==> src/graph_attack_robustness_assert.svh <==
// assertion macros for the graph attack robustness block
`ifndef GRAPH_ATTACK_ROBUSTNESS_ASSERT_SVH
`define GRAPH_ATTACK_ROBUSTNESS_ASSERT_SVH
// implication checked on every rising clock edge outside reset
`define GAR_ASSERT_IMPL(label, clk, rst_n, ante, cons) \
    label: assert property (@(posedge clk) disable iff (!rst_n) (ante) |-> (cons)) \
        else $error("assertion failed");
// implication with the consequent checked in the following cycle
`define GAR_ASSERT_NEXT(label, clk, rst_n, ante, cons) \
    label: assert property (@(posedge clk) disable iff (!rst_n) (ante) |=> (cons)) \
        else $error("assertion failed");
`endif

==> src/gar_merge.sv <==
// merging stage: picks the best lane candidate, lowest lane wins ties
module gar_merge #(
    parameter int LANES = 8
) (
    input  logic [LANES-1:0]   i_found,
    input  logic [LANES*6-1:0] i_idx,
    input  logic [LANES*7-1:0] i_deg,
    output logic               o_found,
    output logic [5:0]         o_idx
);
    logic [6:0] v_deg;

    // strict greater keeps the lower lane on ties
    always_comb begin
        o_found = 1'b0;
        o_idx   = '0;
        v_deg   = '0;
        for (int l = 0; l < LANES; l++) begin
            if (i_found[l] && (!o_found || i_deg[l*7 +: 7] > v_deg)) begin
                o_found = 1'b1;
                o_idx   = i_idx[l*6 +: 6];
                v_deg   = i_deg[l*7 +: 7];
            end
        end
    end
endmodule

==> config.mk <==
export PLATFORM = sky130hd
export DESIGN_NAME = gar_merge
export DESIGN_NICKNAME = d
export VERILOG_FILES = /design/src/graph_attack_robustness_assert.svh /design/src/gar_merge.sv
export SDC_FILE = /design/constraint.sdc
export NUM_CORES = 1
export LEC_CHECK = 0
export BUFFER_PORTS_ARGS = -buffer_cell sky130_fd_sc_hd__buf_4
export CORE_UTILIZATION = 56
export DETAILED_ROUTE_END_ITERATION = 8
export PLACE_DENSITY = 0.91
export SLEW_MARGIN = 15
export SYNTH_ARGS = -nofsm -noshare
export SYNTH_HDL_FRONTEND = slang
export SYNTH_SLANG_ARGS = --single-unit
==> constraint.sdc <==
create_clock -name vclk -period 25.5
set_clock_uncertainty 0.2 [all_clocks]
set_input_delay 3.825 -clock vclk [all_inputs]
set_output_delay 3.825 -clock vclk [all_outputs]
set_load 0.01 [all_outputs]
==> run metrics, run 1 <==
number of cells in the design after placement 528; worst hold path class input pin to output pin; remaining max-slew budget at the tightest pin 0.2281; most frequent CP cell ha_1; highest-delay cell along the critical path o21a_1; Yosys Warn Count 0; area used by sequential logic in the layout 0 sq um; cell area power density 53.42 nW/um^2; Mean Syn Cell Area 8.026 sq um; hold wc startpoint i_found[7]; dpl ws 4.157 ns; min cycle time layout 21.77 ns; Layout Nets 624; CP endpoint kind output pin; Final period util 0.8537; setup repair after global routing missed its margin false; placed cell area 3751 sq um; Rows 25; routed wire length 9926 um; Die Span Y 74.23 um; Setup violations, final 0; Hold Path End o_found; worst path arrival time 17.74 ns; Core Footprint 4880 sq um; non-filler instance count after layout 528; die outline area 5510 sq um; Post-DP HPWL 8370 um; commonest non-fill, non-tap cell in the layout buf_4; Worst Setup Path Type input pin to output pin; total number of sequential cells 0; number of buffers inserted to repair setup after CTS 0; number of unique standard cell types used by synthesis 52; synthesized instance count 364; initial standard-cell utilization of the core 0.5987; post-route standard cell area excluding fillers 3751 sq um; all-layer global routing usage 0.3501; pin count of the biggest net entering global routing 29; Crit path required time 21.48 ns; Final Worst Setup Slack 3.731 ns; total standard cell area after synthesis 2922 sq um; final slew viol count 0; number of antenna violations at the first check in global routing 0; top-level I/O count 119; Layout area overhead 28.39%; final-layout fill cell count 397; result of the run completed; hold-critical path depth 3; number of inserted diodes 0; number of endpoints with negative hold slack in the final report 0; leakage power total 0.001671 uW; drt initial violations 246; number of global-route vias before repair 3246; vias post-DR 3595; post-route ant nets 0; routed via count divided by cell count 6.809; last weighted congestion value of the routability-driven placer 0.9744; Tightest Pin Transition 1.146 ns; first-pass iteration count of the detailed router 5; Max Cap Viol 0; Die X-Extent 74.23 um; total grt overflow 0; final standard cell utilization of the core 0.7687; largest stage delay on the critical path 0.92 ns; Residual DRC 0; critical path launch point type input pin; proportion of layout cells with a drive suffix above 1 0.3319; syn_nets 525; number of gates resized after cts 0; worst-path fanout max 28; drt wl/cell 18.80 um; maximum clock frequency 45.94 MHz; first-pass GRT wire length 15220 um; # hold bufs at CTS 0; share of the yosys chip area belonging to registers 0; input/output buffers 119; clock buffer instance count of the final layout 0; total negative slack for setup checks 0 ns; commonest non-fill, non-tap cells in the layout 121 x buf_4, 49 x ha_1, 23 x a21oi_1; multi-input gate area in the final layout 2695 sq um; worst IR drop on VDD 0.05414 mV
cell families (layout without fill, tap and decap cells):
kind of cell	Yosys count	count (layout)	share of synthesized area
buf+inv	41	138	0.07751
fa+ha+maj	49	49	0.2099
simple gates	91	91	0.1696
mux	1	1	0.003854
compound gates	182	182	0.5392
per-stage QoR:
stage / power, uW / hold slack (ns)
floorplan: 140.9 / 7.576
global placement: 191.2 / 7.763
detailed placement: 195.7 / 7.764
CTS: 196.9 / 7.764
global route: 218.7 / 7.777
finish: 200.4 / 7.765
final cells by class:
cell class,count,share of cell area
multi-input combinational,323,0.7185
inverter,17,0.01701
tap,67,0.02235
timing repair buffer,121,0.2422
worst max-delay path: cells and delay by family:
kind	cells	cell delay, ns
AOI/OAI and AO/OA	23	8.53
adders and majority gates	7	2.16
buffers and inverters	2	0.43
muxes	1	0.43
and+or+nand+nor	12	2.36
power by group:
group	switching [uW]	internal [uW]	total [uW]
sequential	0	0	0
combinational	110	90.0	200
clock	0	0	0
how the worst max path moves through the flow:
| stage | from | to |
|---|---|---|
| after global routing | i_found[0] | o_idx[5] |
| after detailed placement | i_found[0] | o_idx[1] |
| after global placement | i_found[0] | o_idx[1] |
| after floorplan | i_found[0] | o_idx[1] |
| after CTS | i_found[0] | o_idx[1] |
| final | i_found[0] | o_idx[1] |
cell usage after synthesis (2+ instances only):
master / n / share of area
a211o_1: 3 / 0.0090
ha_1: 49 / 0.21
a21o_1: 19 / 0.049
a211oi_1: 6 / 0.015
a211oi_2: 5 / 0.021
nand3_1: 12 / 0.021
nand4_1: 7 / 0.015
o21a_1: 7 / 0.018
inv_1: 17 / 0.022
nand2_1: 22 / 0.028
a21boi_1: 6 / 0.015
o311ai_4: 6 / 0.054
o211ai_1: 22 / 0.057
a211oi_4: 2 / 0.014
nand3b_1: 5 / 0.013
nor2b_1: 3 / 0.0064
a311oi_1: 6 / 0.018
or3_1: 6 / 0.013
clkbuf_1: 4 / 0.0051
nand2b_1: 8 / 0.017
o211a_1: 3 / 0.010
a21oi_1: 23 / 0.039
o21ai_2: 3 / 0.0090
nor2_1: 19 / 0.024
a32oi_1: 6 / 0.018
o211a_4: 5 / 0.030
o21ai_0: 8 / 0.014
a31oi_1: 3 / 0.0064
o31ai_1: 10 / 0.026
o22ai_1: 13 / 0.028
buf_4: 9 / 0.023
o2111ai_1: 18 / 0.054
buf_6: 4 / 0.015
buf_2: 7 / 0.012
layer usage:
layer / vias to the layer above / GRT usage / wire (um)
met4: 0 / 0.1153 / 317
met1: 1630 / 0.4669 / 4128
met3: 45 / 0.05420 / 1126
met5: - / 0 / 0
met2: 223 / 0.5758 / 4353
li1: 1697 / - / -
(Power assumes the default switching activity.)
==> inputs of run 2 (changes only) <==
ABC_AREA = 1   (was unset)
CORE_UTILIZATION = 54   (was 56)
==> run 2 against run 1 <==
Net effect:
- the run now ends with design-rule violations left
- critical path depth rose by 31
- synthesized cell count is 32% higher
- fmax grew 16%
- synthesized area down 12%
- count of clock-buffer cells in the layout did not move
- worst hold slack lost 0.038 ns
- global-route usage decreased by 5.7 points
- final cell count increased by 21%
- first-iteration DRC count down 36%
- sequential share of layout area stayed put
- routed wire length shrank 26%
- largest cell class unchanged
- highest routed layer unchanged
==> run metrics, run 2 <==
last weighted congestion value of the routability-driven placer 0.9256; most instantiated cells after synthesis 173 x nand2_1, 71 x inv_1, 64 x nand3_1; hold wc startpoint i_idx[45]; Final period util 0.7380; area used by sequential logic in the layout 0 sq um; worst IR drop on VDD 0.04630 mV; routed via count divided by cell count 5.242; pin count of the biggest net entering global routing 27; number of cells in the design after placement 640; drt wl/cell 11.52 um; Max Cap Viol 0; first-pass iteration count of the detailed router 7; failing checks design-rule violations; largest stage delay on the critical path 0.58 ns; initial standard-cell utilization of the core 0.5775; most frequent CP cell nand2_1; Residual DRC 5; drt initial violations 158; hold-critical path depth 4; leakage power total 0.002151 uW; Post-DP HPWL 6549 um; total standard cell area after synthesis 2584 sq um; clock buffer instance count of the final layout 0; commonest non-fill, non-tap cells in the layout 173 x nand2_1, 119 x buf_4, 71 x inv_1; Mean Syn Cell Area 5.372 sq um; post-synth top area cell nand2_1; final standard cell utilization of the core 0.7727; number of buffers inserted to repair setup after CTS 0; Layout area overhead 33.80%; number of antenna violations at the first check in global routing 0; total number of sequential cells 0; Die Span Y 71.17 um; final slew viol count 0; setup repair after global routing missed its margin false; share of the synthesized area in the top cell type 0.2513; Layout Nets 751; share of the yosys chip area belonging to registers 0; Hold Path End o_idx[3]; number of inserted diodes 0; post-route ant nets 0; power consumption 157.3 uW; Tightest Pin Transition 0.7735 ns; commonest non-fill, non-tap cell in the layout nand2_1; worst hold slack after final layout 7.727 ns; number of unique standard cell types used by synthesis 32; min cycle time layout 18.82 ns; Core Footprint 4474 sq um; Crit path required time 21.48 ns; die outline area 5065 sq um; top cells by area in the synthesized netlist nand2_1 25%, ha_1 24%, nand3_1 12%, inv_1 10%, a21oi_1 3.5%; CP endpoint kind output pin; all-layer global routing usage 0.2935; worst hold path class input pin to output pin; # hold bufs at CTS 0; number of endpoints with negative hold slack in the final report 0; syn_nets 642; critical path launch point type input pin; Worst Setup Path Type input pin to output pin; worst path arrival time 14.79 ns; Setup violations, final 0; worst-path fanout max 26; maximum clock frequency 53.14 MHz; number of gates resized after cts 0; cell area power density 45.49 nW/um^2; result of the run complete, but fails checks; total negative slack for setup checks 0 ns; Die X-Extent 71.17 um; routed wire length 7372 um; Yosys Warn Count 0; first-pass GRT wire length 12500 um; proportion of layout cells with a drive suffix above 1 0.2500; Rows 24; remaining max-slew budget at the tightest pin 0.4831; highest-delay cell along the critical path nand2_1; number of global-route vias before repair 3088; synthesized instance count 481; vias post-DR 3355; input/output buffers 119; non-filler instance count after layout 640; top-level I/O count 119; dominant cell by count in the synthesized netlist nand2_1; total grt overflow 0
[run 2: cell types whose count changed after synthesis, moves of 18 or more]
cell / before / now
nand2_1: 22 / 173
o2111ai_1: 18 / 0
o211ai_1: 22 / 3
a21o_1: 19 / 1
inv_1: 17 / 71
nand3_1: 12 / 64
[run 2: worst max path at each step]
stage	startpoint	endpoint	slack [ns]	cells past startpoint
after global routing	i_found[0]	o_idx[2]	5.27	77
after detailed placement	i_found[0]	o_idx[2]	6.83	73
after floorplan	i_found[0]	o_idx[0]	8.89	78
after CTS	i_found[0]	o_idx[2]	6.80	76
final	i_found[0]	o_idx[2]	6.68	76
after global placement	i_found[0]	o_idx[4]	7.32	77
[run 2: area by class of cell]
cell class | instances | area [sq um]
fill | 387 | 1017
multi-input combinational | 395 | 2221
tap | 52 | 65.06
timing repair buffer | 119 | 893.4
inverter | 74 | 277.8
[run 2: kinds of logic after synthesis]
family	synth area share
buf+inv	0.1404
compound gates	0.1017
fa+ha+maj	0.2373
simple gates	0.5206
[run 2: report_power, final]
part	leakage [uW]	switching [uW]	internal [uW]	total, uW
logic	0.00215	89.2	68.1	157
registers	0	0	0	0
clock network	0	0	0	0
total	0.00215	89.2	68.1	157
[run 2: metal layers]
layer	up-vias	wire, um	track usage
met4	0	88	0.05111
li1	1754	-	-
met2	129	3655	0.5481
met3	12	456	0.02137
met5	-	0	0
met1	1460	3171	0.3692
[run 2: through the flow]
step / cell area (sq um) / setup slack, ns
after floorplan: 2584 / 8.892
after global placement: 3457 / 7.319
after detailed placement: 3457 / 6.829
after CTS: 3457 / 6.805
after global routing: 3457 / 5.268
final: 3457 / 6.681
[run 2: critical path, delay by kind of cell]
| kind | cells | cell delay (ns) |
|---|---|---|
| AND/OR/NAND/NOR | 50 | 5.93 |
| buffers and inverters | 8 | 1.45 |
| AO/OA/AOI/OAI | 11 | 1.49 |
| adder cells (fa/ha/maj) | 7 | 2.05 |
==> inputs of run 3 (changes only) <==
CORE_UTILIZATION = 45   (was 54)
PLACE_DENSITY = 0.8   (was 0.91)
clock period = 17.25 ns   (was 25.5 ns; I/O delays follow)
==> run 3 against run 2 <==
Net effect:
- the flow now finishes without violations
- sequential share of layout area stayed put
- cell area rose by 0.80%
- count of clock-buffer cells in the layout unchanged
- die area is 19% higher
- non-clock buffer count unchanged
- final cell count up 3.1%
- critical path depth did not move
- worst hold slack worse by 2.5 ns
- utilization down 14 points
- largest cell class unchanged
==> run metrics, run 3 (same netlist as run 2, synthesis figures left out) <==
Post-DP HPWL 6328 um; count of buffer and inverter cells on the critical path 9; proportion of layout cells with a drive suffix above 1 0.2517; worst IR drop on VDD 0.03386 mV; number of inserted diodes 0; Residual DRC 0; drt initial violations 106; hold wc startpoint i_found[7]; cell area power density 66.44 nW/um^2; all-layer global routing usage 0.2273; Layout Nets 751; drt wl/cell 10.61 um; first-pass GRT wire length 11740 um; Setup violations, final 0; number of gates resized after cts 0; Die Span Y 77.78 um; Max Cap Viol 0; total grt overflow 0; CP endpoint kind output pin; Hold Path End o_found; pin count of the biggest net entering global routing 27; total number of sequential cells 0; family with the most delay on the worst path simple AND/OR/NAND/NOR gates; Final period util 0.9266; Tightest Pin Transition 0.5220 ns; post-route standard cell area excluding fillers 3485 sq um; vias post-DR 3231; leakage power total 0.002151 uW; Layout area overhead 34.87%; Core Footprint 5507 sq um; hold-critical path depth 3; initial standard-cell utilization of the core 0.4692; worst hold path class input pin to output pin; die outline area 6049 sq um; min cycle time layout 15.98 ns; worst-path fanout max 26; result of the run completed; number of endpoints with negative hold slack in the final report 0; top-level I/O count 119; critical path launch point type input pin; number of global-route vias before repair 2992; commonest non-fill, non-tap cell in the layout nand2_1; commonest non-fill, non-tap cells in the layout 172 x nand2_1, 119 x buf_4, 71 x inv_1; highest-delay cell along the critical path nand2_1; last weighted congestion value of the routability-driven placer 0.8832; Die X-Extent 77.78 um; total negative slack for setup checks 0 ns; final slew viol count 0; Crit path required time 14.46 ns; maximum clock frequency 62.56 MHz; Rows 27; largest stage delay on the critical path 0.40 ns; number of buffers inserted to repair setup after CTS 0; remaining max-slew budget at the tightest pin 0.6512; input/output buffers 119; clock buffer instance count of the final layout 0; worst path arrival time 13.20 ns; routed wire length 7004 um; first-pass iteration count of the detailed router 4; final standard cell utilization of the core 0.6328; area used by sequential logic in the layout 0 sq um; # hold bufs at CTS 0; post-route ant nets 0; placed cell area 3482 sq um; number of antenna violations at the first check in global routing 0; Worst Setup Path Type input pin to output pin; routed via count divided by cell count 4.895; most frequent CP cell nand2_1
[run 3: worst max path at each step]
stage | depth (start not counted) | end | start | slack, ns
after floorplan | 78 | o_idx[0] | i_found[0] | 3.12
after global placement | 76 | o_idx[2] | i_found[0] | 1.45
after detailed placement | 76 | o_idx[2] | i_found[0] | 1.0
after CTS | 76 | o_idx[2] | i_found[0] | 0.97
after global routing | 77 | o_idx[1] | i_found[0] | -0.008
final | 76 | o_idx[2] | i_found[0] | 1.27
[run 3: where the power goes]
part / switching (uW) / leakage, uW / internal, uW
Combinational: 131 / 0.00215 / 101
Sequential: 0 / 0 / 0
Clock: 0 / 0 / 0
Total: 131 / 0.00215 / 101
[run 3: area by class of cell]
cell class	instances	area [sq um]
Multi-Input combinational cell	395	2223
Fill cell	552	2022
Timing Repair Buffer	119	893.4
Tap cell	72	90.09
Inverter	74	277.8
[run 3: per-stage QoR]
stage | hold WS (ns) | cells | setup slack [ns] | total power [uW]
6_report | 5.249 | 660 | 1.266 | 231.5
3_3_place_gp | 5.251 | 660 | 1.452 | 222.4
4_1_cts | 5.251 | 660 | 0.9712 | 232.8
2_1_floorplan | 5.082 | 481 | 3.117 | 166.6
3_5_place_dp | 5.250 | 660 | 0.9980 | 231.9
5_1_grt | 5.260 | 660 | -0.007950 | 269.5
[run 3: routing by layer]
layer  share of wire  global-route usage  vias up
met2            0.51              0.4699       84
met1            0.43              0.2639     1387
met3           0.056             0.01059        2
met5               0                   0        -
li1                -                   -     1758
met4          0.0020            0.005660        0
[run 3: tightest hold or removal path: cells and delay by family]
family,cells,cell delay (ns)
buf+inv,2,0.18
simple gates,1,0.09
