`config.mk`:
```
export PLATFORM = sky130hd
export DESIGN_NAME = gar_lane
export DESIGN_NICKNAME = d
export VERILOG_FILES = /design/src/graph_attack_robustness_assert.svh /design/src/gar_lane.sv
export SDC_FILE = /design/constraint.sdc
export NUM_CORES = 1
export LEC_CHECK = 0
export BUFFER_PORTS_ARGS = -buffer_cell sky130_fd_sc_hd__buf_2
export CELL_PAD_IN_SITES_DETAIL_PLACEMENT = 0
export CELL_PAD_IN_SITES_GLOBAL_PLACEMENT = 1
export CORE_MARGIN = 2
export CORE_UTILIZATION = 37
export CTS_BUF_LIST = sky130_fd_sc_hd__clkbuf_8 sky130_fd_sc_hd__clkbuf_16
export DETAILED_ROUTE_END_ITERATION = 10
export PLACE_DENSITY_LB_ADDON = 0.1
export SLEW_MARGIN = 20
export SYNTH_ARGS = -nofsm -noshare
export SYNTH_HDL_FRONTEND = slang
export SYNTH_SLANG_ARGS = --single-unit
```
`constraint.sdc`:
```
create_clock -name i_clk -period 17.9 [get_ports i_clk]
set_input_delay 5.37 -clock i_clk [delete_from_list [all_inputs] [get_ports i_clk]]
set_output_delay 5.37 -clock i_clk [all_outputs]
set_load 0.03 [all_outputs]
```
`src/graph_attack_robustness_assert.svh`:
```
// assertion macros for the graph attack robustness block
`ifndef GRAPH_ATTACK_ROBUSTNESS_ASSERT_SVH
`define GRAPH_ATTACK_ROBUSTNESS_ASSERT_SVH
// implication checked on every rising clock edge outside reset
`define GAR_ASSERT_IMPL(label, clk, rst_n, ante, cons) \
    label: assert property (@(posedge clk) disable iff (!rst_n) (ante) |-> (cons)) \
        else $error("assertion failed");
// implication with the consequent checked in the following cycle
`define GAR_ASSERT_NEXT(label, clk, rst_n, ante, cons) \
    label: assert property (@(posedge clk) disable iff (!rst_n) (ante) |=> (cons)) \
        else $error("assertion failed");
`endif

```
`src/gar_lane.sv`:
```
// one lane: degree and activity of a slice of nodes, reports its best candidate
module gar_lane #(
    parameter int LANE_NODES = 8,
    parameter int BASE       = 0
) (
    input  logic                    i_clk,
    input  logic [LANE_NODES*7-1:0] i_deg,
    input  logic [LANE_NODES-1:0]   i_act,
    output logic                    o_found,
    output logic [5:0]              o_idx,
    output logic [6:0]              o_deg
);
    logic                    r_found;
    logic [5:0]              r_idx;
    logic [6:0]              r_deg;
    logic                    n_found;
    logic [5:0]              n_idx;
    logic [6:0]              n_deg;

    // lowest index among the maximal active degrees of the slice
    always_comb begin
        n_found = 1'b0;
        n_idx   = 6'(BASE);
        n_deg   = '0;
        for (int k = 0; k < LANE_NODES; k++) begin
            if (i_act[k] && (!n_found || i_deg[k*7 +: 7] > n_deg)) begin
                n_found = 1'b1;
                n_idx   = 6'(BASE + k);
                n_deg   = i_deg[k*7 +: 7];
            end
        end
    end

    // registered lane result
    always_ff @(posedge i_clk) begin
        r_found <= n_found;
        r_idx   <= n_idx;
        r_deg   <= n_deg;
    end

    assign o_found = r_found;
    assign o_idx   = r_idx;
    assign o_deg   = r_deg;
endmodule

```
==> summary.txt, run 1 <==
STA
  • Final sum of negative setup slack: 0 ps
  • Hold violation count in the final report: 0
  • Final critical path time including I/O delays and setup: 16570 ps
  • Final setup violation count: 0
  • Final critical-path setup slack: 1330 ps
  • Pins Over Slew Limit: 0
  • RSZ-0062 raised after global routing: no
  • Hold Slack: 5340 ps
  • Headroom to the max-slew limit: 63.6%
  • Max frequency: 60.3 MHz
  • Actual slew at the worst max-slew pin: 542 ps
  • Crit share post-route: 92.6%

Floorplanning
  • Die Span X: 84.9 µm
  • Effective utilization at floorplan: 38.1%
  • Die ar.: 0.00720 mm²
  • Die boundary height: 84.9 µm
  • Num ports: 79
  • Number of cell rows: 29
  • Core outline area: 0.00635 mm²

Place
  • Placement-stage worst setup slack: 1120 ps
  • Placer congestion estimate: 0.794
  • Cell area after placement: 0.00287 mm²
  • Buffers added on ports: 75
  • Dpl hpwl: 6020 µm

Logic synthesis
  • Sequential element share of the synthesized area: 9.11%
  • Biggest area contributors in the synthesized netlist: sky130_fd_sc_hd__ha_1 25%, sky130_fd_sc_hd__dfxtp_1 9.1%, sky130_fd_sc_hd__mux2i_1 5.4%
  • Post-Syn Area per Cell: 7.58 µm²
  • Adder-cell share of the synthesized area: 25.3%
  • Number of register bits inferred by synthesis: 11
  • Biggest area consumer among synthesized cells: sky130_fd_sc_hd__ha_1
  • Share of the synthesized netlist area taken by xor and xnor gates: 0%
  • Yosys synthesis warning count: 0
  • Mux cell area share after synthesis: 5.38%
  • Area share of the largest cell type after synthesis: 25.3%
  • Distinct cell type count after synthesis: 47
  • Main combinational cell family by area after synthesis: compound AO/OA/AOI/OAI gates
  • Syn Std Cell Area: 0.00242 mm²
  • FFs w/ async S/R, synth: 0%
  • Mapped Cells: 319
  • Area fraction in compound gates after synthesis: 32.7%
  • Area share of and/or/nand/nor cells after synthesis: 20.2%
  • EDFF count, synth: 0
  • Most frequently used flop master after synthesis: sky130_fd_sc_hd__dfxtp_1

Final layout
  • Final design instance area without fill: 0.00292 mm²
  • Commonest cells after routing, fill and taps aside: 75 x sky130_fd_sc_hd__buf_2, 49 x sky130_fd_sc_hd__ha_1, 28 x sky130_fd_sc_hd__nand2_1
  • Number of inserted filler cells in the final layout: 688
  • Most common cell after layout, fill and taps aside: sky130_fd_sc_hd__buf_2
  • Area added between synthesis and finish: 20.6%
  • Layout Nets: 509
  • Fraction of layout instances using a drive strength above 1: 23.9%
  • Diode insertion count for antenna repair: 0

CTS
  • Clock transition time at the flip-flop clock pins of the worst setup and hold paths: 50 ps
  • TritonCTS sink count: 11
  • Buffer count from post-CTS setup fixing: 0
  • Buffer cell driving the clock tree root: sky130_fd_sc_hd__clkbuf_8
  • CTS tree: done
  • Post-CTS Hold Fix Bufs: 0
  • H-tree levels: 1
  • Gates resized, CTS repair: 0
  • CTS Buffer Depth: 2
  • Clock buffer count from CTS: 3

Routing
  • Number of violations reported at the end of detailed-routing iteration 0: 71
  • Post-detailed-route via-to-cell ratio: 5.57
  • Number of iterations in the first detailed-routing pass: 4
  • Detailed Route WL: 6980 µm
  • Detailed-route wire length per cell: 14.8 µm
  • Remaining antenna violation count: 0
  • Vias: 2624
  • Remaining design rule violation count: 0

Critical path
  • Endpoint type of the worst setup path: register
  • Cell type with the highest occurrence count on the critical path: sky130_fd_sc_hd__ha_1
  • Worst path arrival time: 16720 ps
  • CP max FO: 28
  • Type of origin of the critical path: input port
  • Endpoint required time on the critical path: 18050 ps
  • Critical Path Slowest Stage Cell: sky130_fd_sc_hd__o21ai_2
  • Delay of the slowest critical-path stage: 540 ps
  • Type of the worst setup path: input port to register

Run
  • Reported max-cap violation count: 0

Global routing
  • Number of antenna violations at the first check in global routing: 0
  • Gr usage total: 19.5%
  • Global-route wire length before repair: 11500 µm
  • Final global-route overflow total: 0
  • Via count of the first global-routing pass: 2573
  • Largest net degree at the start of global routing: 29

Power and ir drop
  • Peak ir drop on the vdd network: 0.0000858 V
  • Leakage power total: 1.50 nW
  • Power density cells: 96.7 mW/mm²

Run status
  • Result of the run: complete, no violations

Worst hold path
  • Path category of the worst min-delay check: input port to register
==> critical path, delay by kind of cell <==
family                   cells  cell delay, ps
AO/OA/AOI/OAI               24            5490
adder cells (fa/ha/maj)      7            2120
buffers and inverters        7            1290
multiplexers                 2             290
AND/OR/NAND/NOR             12            2160
==> flip-flops by register name (all words and copies together), names as in the netlist <==
signal	count
o_deg	7
o_idx	3
o_found	1
==> routing by layer <==
| metal | vias to the layer above | part of all wire [%] | track usage (%) | wire (µm) |
|---|---|---|---|---|
| met4 | 0 | 2.0 | 5.48 | 139 |
| li1 | 1354 | - | - | - |
| met1 | 1195 | 43 | 22.1 | 2970 |
| met2 | 65 | 51 | 37.7 | 3560 |
| met5 | - | 0 | 0 | 0 |
| met3 | 10 | 4.3 | 2.33 | 299 |
==> cells in the mapped netlist (all sizes together), types with 5 or more instances <==
| library cell | count |
|---|---|
| nand4 | 6 |
| dfxtp | 11 |
| a211oi | 5 |
| a21o | 5 |
| nand2 | 28 |
| nor2 | 23 |
| a21oi | 14 |
| mux2i | 13 |
| nand3 | 5 |
| a311oi | 7 |
| buf | 9 |
| nand2b | 12 |
| a21boi | 7 |
| ha | 49 |
| o21ai | 16 |
| a311o | 6 |
| o22ai | 7 |
| nand3b | 5 |
| o211a | 7 |
| nor3 | 5 |
| inv | 26 |
| and2 | 9 |
| a31oi | 20 |
==> kinds of logic (layout without fill, tap and decap cells) <==
logic type / after synthesis / in the layout
muxes: 13 / 13
DFF: 11 / 11
buffers and inverters: 38 / 111
and+or+nand+nor: 97 / 97
adders and majority gates: 49 / 49
other: 1 / 3
AOI/OAI and AO/OA: 110 / 110
==> power breakdown <==
group          total [mW]  switching, mW  internal, mW
Sequential         0.0392        0.00240        0.0368
Combinational       0.218          0.132        0.0862
Clock              0.0245        0.00940        0.0151
Total               0.282          0.144         0.138
==> worst paths after layout <==
check	depth (start not counted)	startpoint	slack, ps	endpoint
hold / removal	2	i_act[7]	5340	o_found
setup / recovery	52	i_act[0]	1330	o_deg[5]
==> metrics by stage <==
step	utilization, %	instances	power (mW)
after floorplan	-	321	0.199
after global placement	45.2	467	0.258
after detailed placement	45.2	467	0.259
after CTS	45.9	471	0.284
after global routing	45.9	471	0.314
final	45.9	471	0.282
==> final cells by class <==
| class | instances | area, µm² | share of cell area (%) |
|---|---|---|---|
| multi-input combinational | 272 | 2040 | 69.8 |
| timing repair buffer | 81 | 420 | 14.4 |
| sequential | 11 | 220 | 7.55 |
| inverter | 26 | 97.6 | 3.35 |
| tap | 77 | 96.3 | 3.30 |
| clock buffer | 3 | 41.3 | 1.42 |
| clock inverter | 1 | 3.75 | 0.129 |
(Power assumes the default switching activity.)
==> run 2, diff against run 1 <==
clock period = 17.5 ns   (was 17.9 ns; I/O delays follow)
==> run 2 against run 1 <==
  * Largest power group unchanged
  * Critical endpoint is now o_deg[1]
  * Largest cell class unchanged
  * Sequential power increased by 3%
  * Critical path type unchanged
  * Power increased by 3.9%
  * Setup slack got worse by 190 ps
  * Hold slack got worse by 110 ps
==> summary.txt, run 2 (synthesized netlist as in run 1, its figures left out) <==
Power and ir drop
  • Leakage power total: 1.51 nW
  • Total power: 293 µW
  • Peak ir drop on the vdd network: 0.0000892 V
  • Power density cells: 99.4 mW/mm²

Floorplanning
  • Effective utilization at floorplan: 38.1%
  • Core outline area: 0.00635 mm²
  • Number of cell rows: 29
  • Die ar.: 0.00720 mm²
  • Die boundary height: 84.9 µm
  • Die Span X: 84.9 µm
  • Num ports: 79

Final layout
  • Layout Nets: 509
  • Most common cell after layout, fill and taps aside: sky130_fd_sc_hd__buf_2
  • Area added between synthesis and finish: 22.0%
  • Fraction of layout instances using a drive strength above 1: 24.6%
  • Commonest cells after routing, fill and taps aside: 75 x sky130_fd_sc_hd__buf_2, 49 x sky130_fd_sc_hd__ha_1, 28 x sky130_fd_sc_hd__nand2_1
  • Final design instance area without fill: 0.00295 mm²
  • Diode insertion count for antenna repair: 0
  • Largest register FFs: 7

Critical path
  • Critical Path Slowest Stage Cell: sky130_fd_sc_hd__a211oi_2
  • Worst path arrival time: 16470 ps
  • Cell type with the highest occurrence count on the critical path: sky130_fd_sc_hd__ha_1
  • CP max FO: 25
  • Endpoint required time on the critical path: 17600 ps
  • Delay of the slowest critical-path stage: 470 ps
  • Type of origin of the critical path: input port
  • Endpoint type of the worst setup path: register
  • Type of the worst setup path: input port to register

STA
  • Max frequency: 61.1 MHz
  • Final sum of negative setup slack: 0 ps
  • Actual slew at the worst max-slew pin: 572 ps
  • Hold Slack: 5230 ps
  • RSZ-0062 raised after global routing: no
  • Final setup violation count: 0
  • Crit share post-route: 93.5%
  • Pins Over Slew Limit: 0
  • Final critical-path setup slack: 1140 ps
  • Hold violation count in the final report: 0
  • Final critical path time including I/O delays and setup: 16360 ps
  • Headroom to the max-slew limit: 61.6%

Routing
  • Number of iterations in the first detailed-routing pass: 5
  • Post-detailed-route via-to-cell ratio: 5.60
  • Remaining design rule violation count: 0
  • Detailed Route WL: 7450 µm
  • Wire length on met2: 3590 µm
  • Top layer used by detailed routing: met4
  • Number of violations reported at the end of detailed-routing iteration 0: 132
  • Routed length on met3: 325 µm
  • Remaining antenna violation count: 0
  • Vias: 2636
  • Total routed wire length on the met1 layer: 3370 µm
  • Detailed-route wire length per cell: 15.8 µm

Worst hold path
  • Hold Path End: o_found
  • Hold_sp: i_act[7]
  • Worst hold path stage count: 2
  • Path category of the worst min-delay check: input port to register

Global routing
  • Global-route wire length before repair: 11700 µm
  • Via count of the first global-routing pass: 2575
  • Final global-route overflow total: 0
  • Largest net degree at the start of global routing: 26
  • Gr usage total: 20.0%
  • Number of antenna violations at the first check in global routing: 0

Run status
  • Result of the run: complete, no violations

Place
  • Placement-stage worst setup slack: 262 ps
  • Placer congestion estimate: 0.906
  • Dpl hpwl: 6420 µm
  • Buffers added on ports: 75
  • Cell area after placement: 0.00285 mm²

Run
  • Reported max-cap violation count: 0

CTS
  • Post-CTS Hold Fix Bufs: 0
  • CTS Buffer Depth: 2
  • Clock buffer count from CTS: 3
  • H-tree levels: 1
  • TritonCTS sink count: 11
  • CTS tree: done
  • Clock transition time at the flip-flop clock pins of the worst setup and hold paths: 50 ps
  • Buffer cell driving the clock tree root: sky130_fd_sc_hd__clkbuf_8
## run 2: cell counts in the layout (fill, tap and decap cells not counted)
No cell type changed its count.
## run 2: power breakdown
part | total [mW] | internal [mW] | switching [mW]
Combinational | 0.228 | 0.0881 | 0.140
Sequential | 0.0405 | 0.0376 | 0.00281
Clock | 0.0247 | 0.0154 | 0.00936
Total | 0.293 | 0.141 | 0.152
## run 2: what timing repair did
item                                    CTS  global route
setup buffers                             0             3
gates resized for setup                   0             6
endpoints found under the setup margin    0            10
## run 2: final cells by class
cell class                 count  area, µm²
clock buffer                   3       41.3
clock inverter                 1       3.75
fill                         671       3400
inverter                      26       97.6
multi-input combinational    272       2070
sequential                    11        220
tap                           77       96.3
timing repair buffer          81        420
## run 2: critical path: cells and delay by family
family | cells | cell delay, ps
simple gates | 12 | 2070
mux | 2 | 550
buf+inv | 3 | 660
fa+ha+maj | 7 | 2150
compound gates | 24 | 5750
## run 2: metrics by stage
step                instances  util, %
floorplan                 321        -
global placement          464     44.9
detailed placement        464     44.9
CTS                       468     45.6
global route              471     46.5
finish                    471     46.5
## run 2: per-layer routing
| metal | up-vias | GRT usage (%) |
|---|---|---|
| li1 | 1360 | - |
| met1 | 1194 | 24.5 |
| met2 | 72 | 36.8 |
| met3 | 10 | 2.72 |
| met4 | 0 | 4.76 |
| met5 | - | 0 |
## run 2: worst max-delay path by stage
stage,startpoint,endpoint,depth (start not counted)
2_1_floorplan,i_act[0],o_deg[0],52
3_3_place_gp,i_act[0],o_deg[5],47
3_5_place_dp,i_act[0],o_deg[1],46
4_1_cts,i_act[0],o_deg[5],46
5_1_grt,i_act[0],o_deg[5],49
6_report,i_act[0],o_deg[1],48
==> run 3, diff against run 2 <==
CORE_UTILIZATION = 38   (was 37)
CTS_BUF_LIST = sky130_fd_sc_hd__clkbuf_8   (was sky130_fd_sc_hd__clkbuf_8 sky130_fd_sc_hd__clkbuf_16)
==> run 3 against run 2 <==
  * First-iteration DRC count down 9.8%
  * Utilization up 0.39 points
  * Cell area down 0.89%
  * Combinational power about the same
  * Via count up 1.5%
  * Critical path depth up 3
  * Wire length down 2.9%
  * Critical path type unchanged
==> summary.txt, run 3 (synthesized netlist as in run 1, its figures left out) <==
Global routing
  • Number of antenna violations at the first check in global routing: 0
  • Via count of the first global-routing pass: 2583
  • Global-route wire length before repair: 11500 µm
  • Final global-route overflow total: 0
  • Gr usage total: 20.1%
  • Largest net degree at the start of global routing: 26

Routing
  • Remaining design rule violation count: 0
  • Number of violations reported at the end of detailed-routing iteration 0: 119
  • Post-detailed-route via-to-cell ratio: 5.67
  • Wire length on met2: 3580 µm
  • Total routed wire length on the met1 layer: 3090 µm
  • Routed length on met3: 392 µm
  • Vias: 2675
  • Detailed Route WL: 7230 µm
  • Number of iterations in the first detailed-routing pass: 5
  • Remaining antenna violation count: 0
  • Top layer used by detailed routing: met4
  • Detailed-route wire length per cell: 15.3 µm

Critical path
  • Endpoint type of the worst setup path: register
  • Critical Path Slowest Stage Cell: sky130_fd_sc_hd__o21ai_2
  • Type of the worst setup path: input port to register
  • Worst path arrival time: 16200 ps
  • Type of origin of the critical path: input port
  • Cell type with the highest occurrence count on the critical path: sky130_fd_sc_hd__ha_1
  • Delay of the slowest critical-path stage: 550 ps
  • CP max FO: 25
  • Endpoint required time on the critical path: 17610 ps

Run status
  • Result of the run: complete, no violations

Floorplanning
  • Die boundary height: 83.8 µm
  • Die ar.: 0.00702 mm²
  • Number of cell rows: 29
  • Effective utilization at floorplan: 38.8%
  • Die Span X: 83.8 µm
  • Core outline area: 0.00624 mm²
  • Num ports: 79

Power and ir drop
  • Peak ir drop on the vdd network: 0.0000695 V
  • Power density cells: 100 mW/mm²
  • Leakage power total: 1.51 nW

STA
  • Max frequency: 62.2 MHz
  • RSZ-0062 raised after global routing: no
  • Final sum of negative setup slack: 0 ps
  • Headroom to the max-slew limit: 61.1%
  • Final setup violation count: 0
  • Actual slew at the worst max-slew pin: 584 ps
  • Hold violation count in the final report: 0
  • Pins Over Slew Limit: 0
  • Final critical path time including I/O delays and setup: 16090 ps
  • Hold Slack: 5220 ps
  • Crit share post-route: 91.9%

CTS
  • Gates resized, CTS repair: 0
  • Buffer cell driving the clock tree root: sky130_fd_sc_hd__clkbuf_8
  • CTS Buffer Depth: 2
  • Post-CTS Hold Fix Bufs: 0
  • Clock transition time at the flip-flop clock pins of the worst setup and hold paths: 50 ps
  • Clock buffer count from CTS: 3
  • Buffer count from post-CTS setup fixing: 0
  • H-tree levels: 1
  • CTS tree: done
  • TritonCTS sink count: 11

Final layout
  • Final core utilization: 46.9%
  • Fraction of layout instances using a drive strength above 1: 24.1%
  • Seq. cell area: 220 µm²
  • Number of inserted filler cells in the final layout: 678
  • Diode insertion count for antenna repair: 0
  • Commonest cells after routing, fill and taps aside: 75 x sky130_fd_sc_hd__buf_2, 49 x sky130_fd_sc_hd__ha_1, 28 x sky130_fd_sc_hd__nand2_1
  • Area added between synthesis and finish: 20.9%
  • Most common cell after layout, fill and taps aside: sky130_fd_sc_hd__buf_2
  • Area taken by multi-input logic gates: 0.00204 mm²
  • Layout Nets: 510
  • Largest register FFs: 7

Place
  • Buffers added on ports: 75
  • Dpl hpwl: 6170 µm
  • Placer congestion estimate: 0.855

Worst hold path
  • Worst hold path stage count: 2
  • Path category of the worst min-delay check: input port to register

Run
  • Reported max-cap violation count: 0
[run 3: changes by cell type in the layout (fill, tap and decap cells not counted), sizes merged]
cell and delta:
buf +1
[run 3: power breakdown]
part	internal, mW	leakage (nW)	switching [mW]	total, mW
Combinational	0.0899	1.39	0.137	0.227
Clock	0.0155	0.0269	0.0103	0.0258
Sequential	0.0376	0.0924	0.00251	0.0401
[run 3: layout make-up]
class	instances	share of cell area, %
timing repair buffer	82	14.6
clock inverter	1	0.128
tap	77	3.29
multi-input combinational	272	69.7
inverter	26	3.34
sequential	11	7.53
clock buffer	3	1.41
[run 3: worst max-delay path, delay by kind of cell]
kind	cells	cell delay, ps
buffers and inverters	4	750
and+or+nand+nor	14	2180
muxes	2	370
adders and majority gates	7	2150
AOI/OAI and AO/OA	24	5480
[run 3: final timing paths]
path	slack (ps)	end	startpoint
setup / recovery	1410	o_deg[5]	i_act[0]
hold / removal	5220	o_found	i_act[7]
[run 3: routing by layer]
layer / GRT usage, % / vias to the layer above
li1: - / 1359
met1: 23.2 / 1210
met2: 37.1 / 88
met3: 3.56 / 18
met4: 7.04 / 0
met5: 0 / -
[run 3: stage by stage]
stage | power, mW | instance area [µm²] | setup slack (ps) | instances
2_1_floorplan | 0.204 | 2430 | 1230 | 321
3_3_place_gp | 0.267 | 2880 | 1460 | 468
3_5_place_dp | 0.267 | 2880 | 1320 | 468
4_1_cts | 0.294 | 2920 | 1540 | 472
5_1_grt | 0.321 | 2920 | 391 | 472
6_report | 0.293 | 2920 | 1410 | 472
